--- src/rtl/tce_pkg.sv ---
// shared types, character codes and sizes for the terminal escape engine
package tce_pkg;

   // longest escape sequence in bytes taken after ESC
   localparam int ESCAPE_MAX = 16;
   localparam int ESC_LEN_W  = $clog2(ESCAPE_MAX + 1);

   // result queue geometry
   localparam int RSP_DEPTH = 4;
   localparam int RSP_PTR_W = $clog2(RSP_DEPTH);
   localparam int RSP_CNT_W = $clog2(RSP_DEPTH + 1);

   // geometry after reset
   localparam logic [7:0] COLS_RESET = 8'd80;
   localparam logic [7:0] ROWS_RESET = 8'd25;

   // character codes
   localparam logic [7:0] CH_NUL      = 8'h00;
   localparam logic [7:0] CH_BS       = 8'h08;
   localparam logic [7:0] CH_LF       = 8'h0A;
   localparam logic [7:0] CH_ESC      = 8'h1B;
   localparam logic [7:0] CH_SPACE    = 8'h20;
   localparam logic [7:0] CH_ZERO     = 8'h30;
   localparam logic [7:0] CH_NINE     = 8'h39;
   localparam logic [7:0] CH_A        = 8'h41;
   localparam logic [7:0] CH_B        = 8'h42;
   localparam logic [7:0] CH_C        = 8'h43;
   localparam logic [7:0] CH_D        = 8'h44;
   localparam logic [7:0] CH_H        = 8'h48;
   localparam logic [7:0] CH_J        = 8'h4A;
   localparam logic [7:0] CH_M        = 8'h4D;
   localparam logic [7:0] CH_LBRACKET = 8'h5B;
   localparam logic [7:0] CH_R        = 8'h72;

   typedef enum logic [1:0] {
      ACT_PLOT   = 2'd0,
      ACT_CLEAR  = 2'd1,
      ACT_FLUSH  = 2'd2,
      ACT_SCROLL = 2'd3
   } action_type;

   typedef enum logic {
      CSR_TEXT_COLUMNS = 1'b0,
      CSR_TEXT_ROWS    = 1'b1
   } csr_index_type;

   typedef struct packed {
      logic [7:0]  glyph_in;
      logic [31:0] colour;
   } req_word_type;

   typedef struct packed {
      action_type  action;
      logic [7:0]  glyph_out;
      logic [7:0]  cell_col;
      logic [7:0]  cell_row;
      logic [31:0] plot_colour;
      logic        raw_mode;
      logic        last;
   } rsp_word_type;

   typedef struct packed {
      logic [7:0]           cursor_col;
      logic [7:0]           cursor_row;
      logic                 in_escape;
      logic [ESC_LEN_W-1:0] escape_length;
      logic [7:0]           escape_lead;
      logic [7:0]           escape_number;
      logic                 mode_raw;
   } term_state_type;

   // up to two result words made by one character
   typedef struct packed {
      rsp_word_type word0;
      rsp_word_type word1;
      logic [1:0]   count;
   } step_result_type;

endpackage

--- src/rtl/tce_step.sv ---
// one character through cursor, mode and escape parser logic
module tce_step (
   input  tce_pkg::term_state_type  state_cur,
   input  tce_pkg::req_word_type    req_word,
   input  logic [7:0]               text_columns,
   input  logic [7:0]               text_rows,
   output tce_pkg::term_state_type  state_nxt,
   output tce_pkg::step_result_type result
);
   import tce_pkg::*;

   logic [7:0]           cols;
   logic [7:0]           rows;
   logic [7:0]           cols_m1;
   logic [7:0]           rows_m1;
   logic [7:0]           glyph;
   logic [7:0]           row_adj;
   logic [7:0]           num;
   logic [ESC_LEN_W-1:0] esc_pos;
   logic [11:0]          num_sum;
   logic [8:0]           sum9;
   logic [8:0]           col_inc;
   logic                 scroll;
   logic                 stop;
   logic                 have_main;
   rsp_word_type         scroll_word;
   rsp_word_type         main_word;

   // zero geometry acts as one
   assign cols    = (text_columns == 8'd0) ? 8'd1 : text_columns;
   assign rows    = (text_rows == 8'd0) ? 8'd1 : text_rows;
   assign cols_m1 = cols - 8'd1;
   assign rows_m1 = rows - 8'd1;
   assign glyph   = req_word.glyph_in;
   assign num     = state_cur.escape_number;
   assign esc_pos = state_cur.escape_length;

   always_comb begin
      state_nxt   = state_cur;
      scroll      = 1'b0;
      have_main   = 1'b0;
      stop        = 1'b0;
      row_adj     = state_cur.cursor_row;
      num_sum     = '0;
      sum9        = '0;
      col_inc     = '0;
      scroll_word = '0;
      main_word   = '0;
      scroll_word.action   = ACT_SCROLL;
      scroll_word.raw_mode = state_cur.mode_raw;
      main_word.raw_mode   = state_cur.mode_raw;

      if (state_cur.in_escape) begin
         // escape parser: one byte of the sequence
         state_nxt.escape_length = esc_pos + ESC_LEN_W'(1);
         if (esc_pos == '0) begin
            state_nxt.escape_lead = glyph;
            if (glyph != CH_M && glyph != CH_LBRACKET) begin
               stop = 1'b1;
            end
         end else if (state_cur.escape_lead == CH_M) begin
            state_nxt.mode_raw = (glyph == CH_R);
            stop = 1'b1;
         end else if (esc_pos == ESC_LEN_W'(1) && glyph == CH_H) begin
            state_nxt.cursor_col = 8'd0;
            state_nxt.cursor_row = 8'd0;
            stop = 1'b1;
         end else if (glyph >= CH_ZERO && glyph <= CH_NINE) begin
            // decimal argument, saturating
            num_sum = ({4'd0, num} << 3) + ({4'd0, num} << 1) + {4'd0, glyph - CH_ZERO};
            state_nxt.escape_number = (num_sum > 12'd255) ? 8'd255 : num_sum[7:0];
         end else begin
            // final byte of a bracket sequence
            unique case (glyph)
               CH_J: begin
                  if (esc_pos == ESC_LEN_W'(2) && num == 8'd2) begin
                     have_main = 1'b1;
                     main_word.action = ACT_CLEAR;
                  end
               end
               CH_A: begin
                  state_nxt.cursor_row = (state_cur.cursor_row >= num) ?
                                         state_cur.cursor_row - num : 8'd0;
               end
               CH_B: begin
                  sum9 = {1'b0, state_cur.cursor_row} + {1'b0, num};
                  state_nxt.cursor_row = (sum9 > {1'b0, rows_m1}) ? rows_m1 : sum9[7:0];
               end
               CH_C: begin
                  sum9 = {1'b0, state_cur.cursor_col} + {1'b0, num};
                  state_nxt.cursor_col = (sum9 > {1'b0, cols_m1}) ? cols_m1 : sum9[7:0];
               end
               CH_D: begin
                  state_nxt.cursor_col = (state_cur.cursor_col >= num) ?
                                         state_cur.cursor_col - num : 8'd0;
               end
               default: begin
               end
            endcase
            stop = 1'b1;
         end
         // overlong sequence ends with no effect
         if (!stop && state_nxt.escape_length >= ESC_LEN_W'(ESCAPE_MAX)) begin
            stop = 1'b1;
         end
         if (stop) begin
            state_nxt.in_escape     = 1'b0;
            state_nxt.escape_length = '0;
            state_nxt.escape_lead   = 8'd0;
            state_nxt.escape_number = 8'd0;
         end
      end else begin
         // cursor below the screen: one scroll first
         scroll  = (state_cur.cursor_row >= rows);
         row_adj = scroll ? state_cur.cursor_row - 8'd1 : state_cur.cursor_row;
         state_nxt.cursor_row = row_adj;

         unique case (glyph)
            CH_NUL: begin
            end
            CH_LF: begin
               state_nxt.cursor_col = 8'd0;
               state_nxt.cursor_row = (row_adj != 8'hFF) ? row_adj + 8'd1 : row_adj;
               have_main = 1'b1;
               main_word.action = ACT_FLUSH;
            end
            CH_BS: begin
               // backspace wraps to the last column of the row above
               if (state_cur.cursor_col == 8'd0) begin
                  state_nxt.cursor_col = cols_m1;
                  if (row_adj != 8'd0) begin
                     state_nxt.cursor_row = row_adj - 8'd1;
                  end
               end else begin
                  state_nxt.cursor_col = state_cur.cursor_col - 8'd1;
               end
               have_main = 1'b1;
               main_word.action      = ACT_PLOT;
               main_word.glyph_out   = CH_SPACE;
               main_word.cell_col    = state_nxt.cursor_col;
               main_word.cell_row    = state_nxt.cursor_row;
               main_word.plot_colour = req_word.colour;
            end
            CH_ESC: begin
               state_nxt.in_escape     = 1'b1;
               state_nxt.escape_length = '0;
               state_nxt.escape_lead   = 8'd0;
               state_nxt.escape_number = 8'd0;
            end
            default: begin
               // printable: plot then advance with wrap
               have_main = 1'b1;
               main_word.action      = ACT_PLOT;
               main_word.glyph_out   = glyph;
               main_word.cell_col    = state_cur.cursor_col;
               main_word.cell_row    = row_adj;
               main_word.plot_colour = req_word.colour;
               col_inc = {1'b0, state_cur.cursor_col} + 9'd1;
               if (col_inc >= {1'b0, cols}) begin
                  state_nxt.cursor_col = 8'd0;
                  state_nxt.cursor_row = (row_adj != 8'hFF) ? row_adj + 8'd1 : row_adj;
               end else begin
                  state_nxt.cursor_col = col_inc[7:0];
               end
            end
         endcase
      end
   end

   // order the words and mark the final one
   always_comb begin
      result = '0;
      if (scroll) begin
         result.word0      = scroll_word;
         result.word1      = main_word;
         result.word0.last = !have_main;
         result.word1.last = 1'b1;
         result.count      = have_main ? 2'd2 : 2'd1;
      end else begin
         result.word0      = main_word;
         result.word0.last = 1'b1;
         result.count      = have_main ? 2'd1 : 2'd0;
      end
   end

endmodule

--- src/rtl/tce_rsp_fifo.sv ---
// result word queue taking up to two words per cycle and giving one while rsp_stall is low
module tce_rsp_fifo (
   input  logic                     clock,
   input  logic                     reset,
   input  logic                     push_en,
   input  tce_pkg::step_result_type push_data,
   output logic                     room_two,
   output logic                     rsp_valid,
   input  logic                     rsp_stall,
   output tce_pkg::rsp_word_type    rsp_word
);
   import tce_pkg::*;

   rsp_word_type         entries_ff [RSP_DEPTH];
   logic [RSP_PTR_W-1:0] wr_ptr_ff;
   logic [RSP_PTR_W-1:0] wr_ptr_in;
   logic [RSP_PTR_W-1:0] rd_ptr_ff;
   logic [RSP_PTR_W-1:0] rd_ptr_in;
   logic [RSP_CNT_W-1:0] count_ff;
   logic [RSP_CNT_W-1:0] count_in;
   logic [1:0]           push_n;
   logic                 pop;

   assign push_n    = push_en ? push_data.count : 2'd0;
   assign pop       = rsp_valid && !rsp_stall;
   assign rsp_valid = (count_ff != '0);
   assign rsp_word  = entries_ff[rd_ptr_ff];
   assign room_two  = (count_ff <= RSP_CNT_W'(RSP_DEPTH - 2));

   // pointer and fill arithmetic
   always_comb begin
      wr_ptr_in = wr_ptr_ff + RSP_PTR_W'(push_n);
      rd_ptr_in = rd_ptr_ff + RSP_PTR_W'(pop);
      count_in  = count_ff + RSP_CNT_W'(push_n) - RSP_CNT_W'(pop);
   end

   always_ff @(posedge clock) begin
      if (reset) begin
         wr_ptr_ff <= '0;
         rd_ptr_ff <= '0;
         count_ff  <= '0;
      end else begin
         wr_ptr_ff <= wr_ptr_in;
         rd_ptr_ff <= rd_ptr_in;
         count_ff  <= count_in;
      end
   end

   // word storage
   always_ff @(posedge clock) begin
      if (push_n != 2'd0) begin
         entries_ff[wr_ptr_ff] <= push_data.word0;
      end
      if (push_n == 2'd2) begin
         entries_ff[wr_ptr_ff + RSP_PTR_W'(1)] <= push_data.word1;
      end
   end

`ifndef SYNTHESIS
   a_count_bound: assert property (@(posedge clock) disable iff (reset)
      count_ff <= RSP_CNT_W'(RSP_DEPTH))
      else $error("result queue fill beyond depth");

   a_push_room: assert property (@(posedge clock) disable iff (reset)
      (push_n != 2'd0) |-> (count_ff <= RSP_CNT_W'(RSP_DEPTH - 2)))
      else $error("words pushed without room for two");

   a_head_steady: assert property (@(posedge clock) disable iff (reset)
      (rsp_valid && rsp_stall) |=> (rsp_valid && $stable(rsp_word)))
      else $error("stalled result word changed");
`endif

endmodule

--- src/rtl/terminal_char_escape_engine_top.sv ---
// Character terminal engine: cursor, raw/cooked mode and escape parser.
// The req channel takes one word per character: a glyph byte and a colour.
// Each word causes zero, one or two rsp words (scroll first, then plot,
// clear or flush); the last word of a character has its last bit set.
// A character is accepted on a clock edge with req_valid high and req_stall
// low; it is decoded in that cycle and its words are written into the
// result queue at that edge. One character is taken per cycle while
// req_stall is low, and the four-entry result queue gives one word per
// cycle to rsp while rsp_stall is low. req_stall rises only when the queue
// lacks room for two words, so a stalled receiver (rsp_stall high) holds the
// current rsp word steady and soon backs the req side up. The csr port writes
// text_columns (index 0) and text_rows (index 1); csr_ready is always high.
// Writes must be made only while no character is in flight; the block does
// not enforce this. Synchronous reset returns the cursor to the home cell,
// cooked mode, an idle parser, an 80 by 25 screen and an empty queue.
module terminal_char_escape_engine_top (
   input  logic                   clock,
   input  logic                   reset,
   input  logic                   req_valid,
   output logic                   req_stall,
   input  tce_pkg::req_word_type  req_word,
   output logic                   rsp_valid,
   input  logic                   rsp_stall,
   output tce_pkg::rsp_word_type  rsp_word,
   input  logic                   csr_valid,
   output logic                   csr_ready,
   input  tce_pkg::csr_index_type csr_index,
   input  logic [7:0]             csr_data
);
   import tce_pkg::*;

   term_state_type  state_ff;
   term_state_type  state_in;
   term_state_type  step_state;
   step_result_type step_result;
   logic [7:0]      cols_ff;
   logic [7:0]      cols_in;
   logic [7:0]      rows_ff;
   logic [7:0]      rows_in;
   logic            room_two;
   logic            req_accept;

   assign csr_ready  = 1'b1;
   assign req_stall  = !room_two;
   assign req_accept = req_valid && !req_stall;

   // geometry registers
   always_comb begin
      cols_in = cols_ff;
      rows_in = rows_ff;
      if (csr_valid && csr_ready) begin
         unique case (csr_index)
            CSR_TEXT_COLUMNS: cols_in = csr_data;
            CSR_TEXT_ROWS:    rows_in = csr_data;
         endcase
      end
   end

   // per-character decode
   tce_step u_step (
      .state_cur    (state_ff),
      .req_word     (req_word),
      .text_columns (cols_ff),
      .text_rows    (rows_ff),
      .state_nxt    (step_state),
      .result       (step_result)
   );

   assign state_in = req_accept ? step_state : state_ff;

   always_ff @(posedge clock) begin
      if (reset) begin
         state_ff <= '0;
         cols_ff  <= COLS_RESET;
         rows_ff  <= ROWS_RESET;
      end else begin
         state_ff <= state_in;
         cols_ff  <= cols_in;
         rows_ff  <= rows_in;
      end
   end

   // result words out
   tce_rsp_fifo u_rsp_fifo (
      .clock     (clock),
      .reset     (reset),
      .push_en   (req_accept),
      .push_data (step_result),
      .room_two  (room_two),
      .rsp_valid (rsp_valid),
      .rsp_stall (rsp_stall),
      .rsp_word  (rsp_word)
   );

`ifndef SYNTHESIS
   a_esc_len_bound: assert property (@(posedge clock) disable iff (reset)
      state_ff.escape_length < ESC_LEN_W'(ESCAPE_MAX))
      else $error("escape length reached its limit without ending");

   a_idle_parser_clear: assert property (@(posedge clock) disable iff (reset)
      !state_ff.in_escape |-> (state_ff.escape_length == '0 &&
                               state_ff.escape_lead == 8'd0 &&
                               state_ff.escape_number == 8'd0))
      else $error("parser fields left over outside a sequence");

   a_scroll_emits: assert property (@(posedge clock) disable iff (reset)
      (req_accept && !state_ff.in_escape &&
       state_ff.cursor_row >= ((rows_ff == 8'd0) ? 8'd1 : rows_ff))
      |-> (step_result.count != 2'd0 && step_result.word0.action == ACT_SCROLL))
      else $error("cursor below screen without a scroll word");

   a_col_bound: assert property (@(posedge clock) disable iff (reset)
      state_ff.cursor_col != 8'hFF)
      else $error("cursor column out of range");
`endif

endmodule
--- config.mk ---
export PLATFORM = sky130hd
export DESIGN_NAME = terminal_char_escape_engine_top
export DESIGN_NICKNAME = d
export VERILOG_FILES = /design/src/rtl/tce_pkg.sv /design/src/rtl/tce_step.sv /design/src/rtl/tce_rsp_fifo.sv /design/src/rtl/terminal_char_escape_engine_top.sv
export SDC_FILE = /design/constraint.sdc
export NUM_CORES = 1
export LEC_CHECK = 0
export BUFFER_PORTS_ARGS = -buffer_cell sky130_fd_sc_hd__buf_2
export CAP_MARGIN = 20
export CORE_UTILIZATION = 35
export CTS_CLUSTER_DIAMETER = 80
export DETAILED_ROUTE_END_ITERATION = 16
export GPL_TIMING_DRIVEN = 1
export PLACE_DENSITY = 0.59
export SKIP_CTS_REPAIR_TIMING = 1
export SLEW_MARGIN = 20
export SYNTH_ARGS = -nofsm -noshare
export SYNTH_HDL_FRONTEND = slang
export SYNTH_HIERARCHICAL = 1
export SYNTH_SLANG_ARGS = --single-unit
--- constraint.sdc ---
create_clock -name clock -period 12.1 [get_ports clock]
set_input_delay 0.605 -clock clock [delete_from_list [all_inputs] [get_ports clock]]
set_output_delay 0.605 -clock clock [all_outputs]
set_load 0.03 [all_outputs]
-- After elaboration in Yosys (flattened, before gate mapping)
Memory sizes are Yosys's and may differ from the RTL's. A register that Yosys moved wholly into a read port is not among the register bits.
Index checks and enable logic that the tools add are counted.
- flip-flop bits (word level): 62
- bits in writable memories: 240
- input bits: 54
- output and inout port bits: 63
- logic and storage cells: 173
- memories: 1
- memory list (name ; words ; width ; rd ports ; clocked after memory_dff ; write ports ; RTL line ; source):
    u_rsp_fifo.entries_ff ; 4 ; 60 ; 1 ; 1 ; 2 ; tce_rsp_fifo.sv:14 ; rsp_word_type entries_ff [RSP_DEPTH];
- $add $sub $neg: 20
- $lt $le $gt $ge: 11
- equality and inequality tests: 29
- mux-type cells: 68
- bitwise gates (word level): 2
- reduce and logical (&&, ||, !) cells: 30
- operators with widths (operator ; count):
    two-way mux 8 bit ; 18
    two-way mux 60 bit ; 2
    case mux 56 bit (2 select lines) ; 1
    equality test 8 x 7 -> 1 bit, second input constant ; 8
    two-way mux 16 bit ; 4
    two-way mux 56 bit ; 1
    case mux 16 bit (3 select lines) ; 1
    two-way mux 22 bit ; 2
    subtractor 8 x 1 -> 8 bit, second input constant ; 5
    two-way mux 38 bit ; 1
    zero test 8 bit ; 4
    case mux 8 bit (2 select lines) ; 2
    two-way mux 1 bit ; 25
    >= comparator 8 bit ; 3
    two-way mux 2 bit ; 10
    adder 8 x 8 -> 9 bit ; 2
    greater-than comparator 9 x 8 -> 1 bit ; 2
    equality test 8 x 4 -> 1 bit, second input constant ; 2
    != test 8 x 7 -> 1 bit, second input constant ; 2
    subtractor 8 bit ; 2
    adder 11 x 9 -> 12 bit ; 1
    adder 12 x 8 -> 12 bit ; 1
    greater-than comparator 12 x 8 -> 1 bit, second input constant ; 1
    AND reduction 6 bit ; 2
    40 further kinds ; 58

-- Longest topological paths before layout
- word-level depth: 15
- mapped depth: 21
- gate-level depth less buffers: 20

-- Hierarchy
The synthesis kept the hierarchy.
- modules (own cells, without submodules) (module ; times used ; cells each ; area each (µm²) ; sequential area each (µm²)):
    tce_rsp_fifo ; 1 ; 639 ; 12181.7 ; 7347.0
    tce_step ; 1 ; 1029 ; 6811.5 ; 0.0
    terminal_char_escape_engine_top ; 1 ; 245 ; 2468.6 ; 1101.1

-- Least setup slack after synthesis
Ideal clock, no wire load.
- kind: register to register
- start point: reg rows_ff[2]
- end point: mem u_rsp_fifo/entries_ff[1][0] (netlist bit) (enable)
- library setup time: 0.478 ns
- arrival: 6.185 ns
- data required time: 11.622 ns
- slack: 5.437 ns
- cell stages (with the launch flop): 16
- buffers on the path: 2
- clock period less this slack: 6.663 ns
- cells stage by stage: dfxtp_1 > or4_1 > or3_1 > o21bai_2 > ha_1 > nand2b_4 > a2111oi_4 > o311ai_4 > clkbuf_1 > nand2_1 > inv_1 > clkbuf_1 > ha_1 > mux2_2 > nand2_1 > nor2_1
- RTL lines (element ; RTL line ; source):
    start: declaration ; terminal_char_escape_engine_top.sv:38 ; logic [7:0] rows_ff;
    start signal: assignment ; terminal_char_escape_engine_top.sv:79 ; rows_ff <= rows_in;
    end: declaration ; tce_rsp_fifo.sv:14 ;

==> metrics.md <==
| Metric | Value |
|---|---|
| Vias per cell | roughly 5.6 |
| Crit path top cell by count | buf_4 |
| Distinct cell type count after synthesis | 96 |
| Max Slew Vio Count | 0 |
| Gate Count Post-Synth | between 1500 and 2000 |
| Worst setup SP type | register |
| HPWL Detailed | between 30 and 40 mm |
| Synth Register Bits | 302 |
| Post-synth EDFFs | between 200 and 250 |
| Worst clock skew | between 20 and 30 ps |
| Most common cell after layout, fill and taps aside | edfxtp_1 |
| Clk sinks | 302 |
| Setup TNS | 0 ps |
| Power Dens Cells | 151 nW/um^2 |
| Detailed Routing Iterations Pass 1 | 7 |
| Finished Cell Area | 23900 sq um |
| YS warnings | 6 |
| Endpoints failing hold | 0 |
| Fillers | approximately 5800 |
| CTS buffer count | 39 |
| Die area | about 62000 sq um |
| Post-Place Setup Slack | around 5600 ps |
| Worst vdd ir | approximately 0.11 mV |
| Critical path arrival | ~7000 ps |
| Initial core utilization | between 30% and 40% |
| Remaining DRCs | 0 |
| CTS max path bufs | 3 |
| # nets final | roughly 2100 |
| Port Buffer Count | 115 |
| Avg Cell Area, Syn | roughly 11 sq um |
| F_max | ~0.15 GHz |
| Synth Area in Adders | between 6 and 7% |
| TritonCTS clock tree | yes |
| DP Area | around 23000 sq um |
| Top cell type's share of synthesized area | roughly 34% |
| I/O pin cnt | about 120 |
| Vias in the first global route | about 16000 |
| Worst Hold Class | in -> reg |
| Rows | 90 |
| Setup ws final | between 5000 and 6000 ps |
| Post-Syn Area | between 20000 and 25000 sq um |
| Gr ovfl total | 0 |
| Most common flop cell mapped by yosys | edfxtp_1 |
| Clk_lat worst skew | 580 ps |
| Clock tree root driver cell | clkbuf_16 |
| H-tree levels | 2 |
| CP bufs+invs | 4 |
| Slowest stage cell, crit path | buf_4 |
| Final setup viols | 0 |
| GRT Resource Usage Total | a little under a fifth |
| Via count | between 15000 and 20000 |
| Post-synthesis xor/xnor area fraction | 2.92% |
| DR iter-0 viols | 1094 |
| P_leak | 9.07 nW |
| Post-Syn Nets | approximately 2100 |
| Yosys top cell by area | edfxtp_1 |
| Routed WL per cell | about 22 microns |
| Slew headroom | a little over a quarter |
| DRT antenna net count | 0 |
| Post-synthesis simple-gate area fraction | 13.1% |
| Core Region | around 60000 sq um |
| Final hold slack | between 300 and 400 ps |
| Gpl congestion | 0.917 |
| Crit Path Class | reg -> reg |
| Seq/Total Area, Yosys | between 30% and 40% |
| CP Max Fanout | 43 |
| Worst-margin pin slew | between 1000 and 1500 ps |
| Synth area leaders | edfxtp_1 34%, mux2_2 9.7%, mux4_2 6.3% |
| CP top delay family | simple AND/OR/NAND/NOR gates |
| Initial antenna violation count | 3 |
| Height of the chip | 250 microns |
| Ys async rst share | 0% |
| Cell Count, Final, Fillers Out | between 2000 and 3000 |
| Chip width | 250 microns |
| Post-synthesis compound-gate area fraction | between 10% and 20% |
| Post-synthesis mux area share | a little over a fifth |
| Max-Cap Viols | 0 |
| Post-Route WL | about 61 mm |
| Fraction of layout cells with a size suffix above 1 | ~28% |
| Tcrit/Tclk final | 54.2% |
| Most frequent cells in the layout | 240 x edfxtp_1, 184 x mux2_2, 115 x buf_2 |
| Max stage delay on crit path | 810 ps |
| Critical-path cell list | or4_1, or3_1, o21bai_2, ha_1, nand2b_4, a2111oi_4, o311ai_4, buf_4, nand2_1, inv_1, buf_4, ha_1, nand3b_1, or3_4, buf_4, mux2_4 |
| First-pass GRT wire length | 93.4 mm |
| Reg clk slew, reported paths | ~60 ps |
| Endpoint class of the critical path | register |
| Largest family of logic cells by synthesized area | multiplexers |
| Status | complete, no violations |
| Layout area overhead | 11.3% |
| Largest net degree at the start of global routing | between 80 and 90 |
| RSZ-0062 raised after global routing | no |
| Final min period | approximately 6600 ps |
| Placed Instances | roughly 2700 |
| CP Data Required Time | about 12000 ps |
tightest hold or removal path: cells and delay by family:
family	cells	cell delay, ps
and+or+nand+nor	1	60
buffers and inverters	1	110
AOI/OAI and AO/OA	1	50
where the power goes:
part           leakage [nW]  switching (W)  internal, W
combinational          5.74       0.000718     0.000425
sequential             2.72      0.0000588      0.00127
clock                 0.613       0.000479     0.000662
sequential cells by signal, indices dropped and copies added (netlist names):
register               count
state_ff                  39
cols_ff                    8
rows_ff                    8
u_rsp_fifo/entries_ff    240
u_rsp_fifo/wr_ptr_ff       2
u_rsp_fifo/rd_ptr_ff       2
u_rsp_fifo/count_ff        3
path summary, 6_finish.rpt:
check,slack (ps),startpoint,endpoint,cells past startpoint
max,5540,rows_ff[2],u_rsp_fifo/entries_ff[1][44],16
min,320,csr_data[6],rows_ff[6],3
max reg2reg,5540,rows_ff[2],u_rsp_fifo/entries_ff[1][44],16
min reg2reg,510,rows_ff[0],rows_ff[0],1
Yosys cell counts, types with 61 or more instances:
| cell | instances |
|---|---|
| mux2_2 | 184 |
| nand2_1 | 87 |
| ha_1 | 95 |
| a21oi_1 | 101 |
| inv_1 | 84 |
| and3_1 | 92 |
| nand3_1 | 63 |
| edfxtp_1 | 240 |
| nor2_1 | 108 |
| clkbuf_1 | 61 |
| dfxtp_1 | 62 |
layout make-up:
type	instances	area (sq um)	area share, %
multi-input cells	1395	12100	50.6
flip-flops and latches	302	8450	35.4
clock buffers	49	1030	4.33
well taps	782	978	4.10
repair buffers	141	771	3.23
inverters	84	315	1.32
clock inverters	23	235	0.985
diodes	1	2.50	0.0105
metrics by stage:
stage / utilization (%) / total power (W)
CTS: 39.5 / 0.00366
global placement: 37.4 / 0.00249
global route: 39.5 / 0.00378
detailed placement: 37.4 / 0.00250
finish: 39.5 / 0.00361
floorplan: - / 0.00218
per-layer routing:
layer  GRT usage [%]  vias up  routed length (microns)
met3            3.64      115                     3940
met4            7.21        4                     1810
met2            32.4      473                    29200
li1                -     7299                        -
met5               0        -                       30
met1            24.2     7763                    25600
cells by family (layout without fill, tap and decap cells):
family                   Yosys count  after routing
AND/OR/NAND/NOR                  524            524
AO/OA/AOI/OAI                    365            365
multiplexers                     329            329
flip-flops                       302            302
buffers and inverters            216            297
adder cells (fa/ha/maj)          106            106
XOR/XNOR                          69             69
other                              2              3
(Power assumes the default switching activity.)
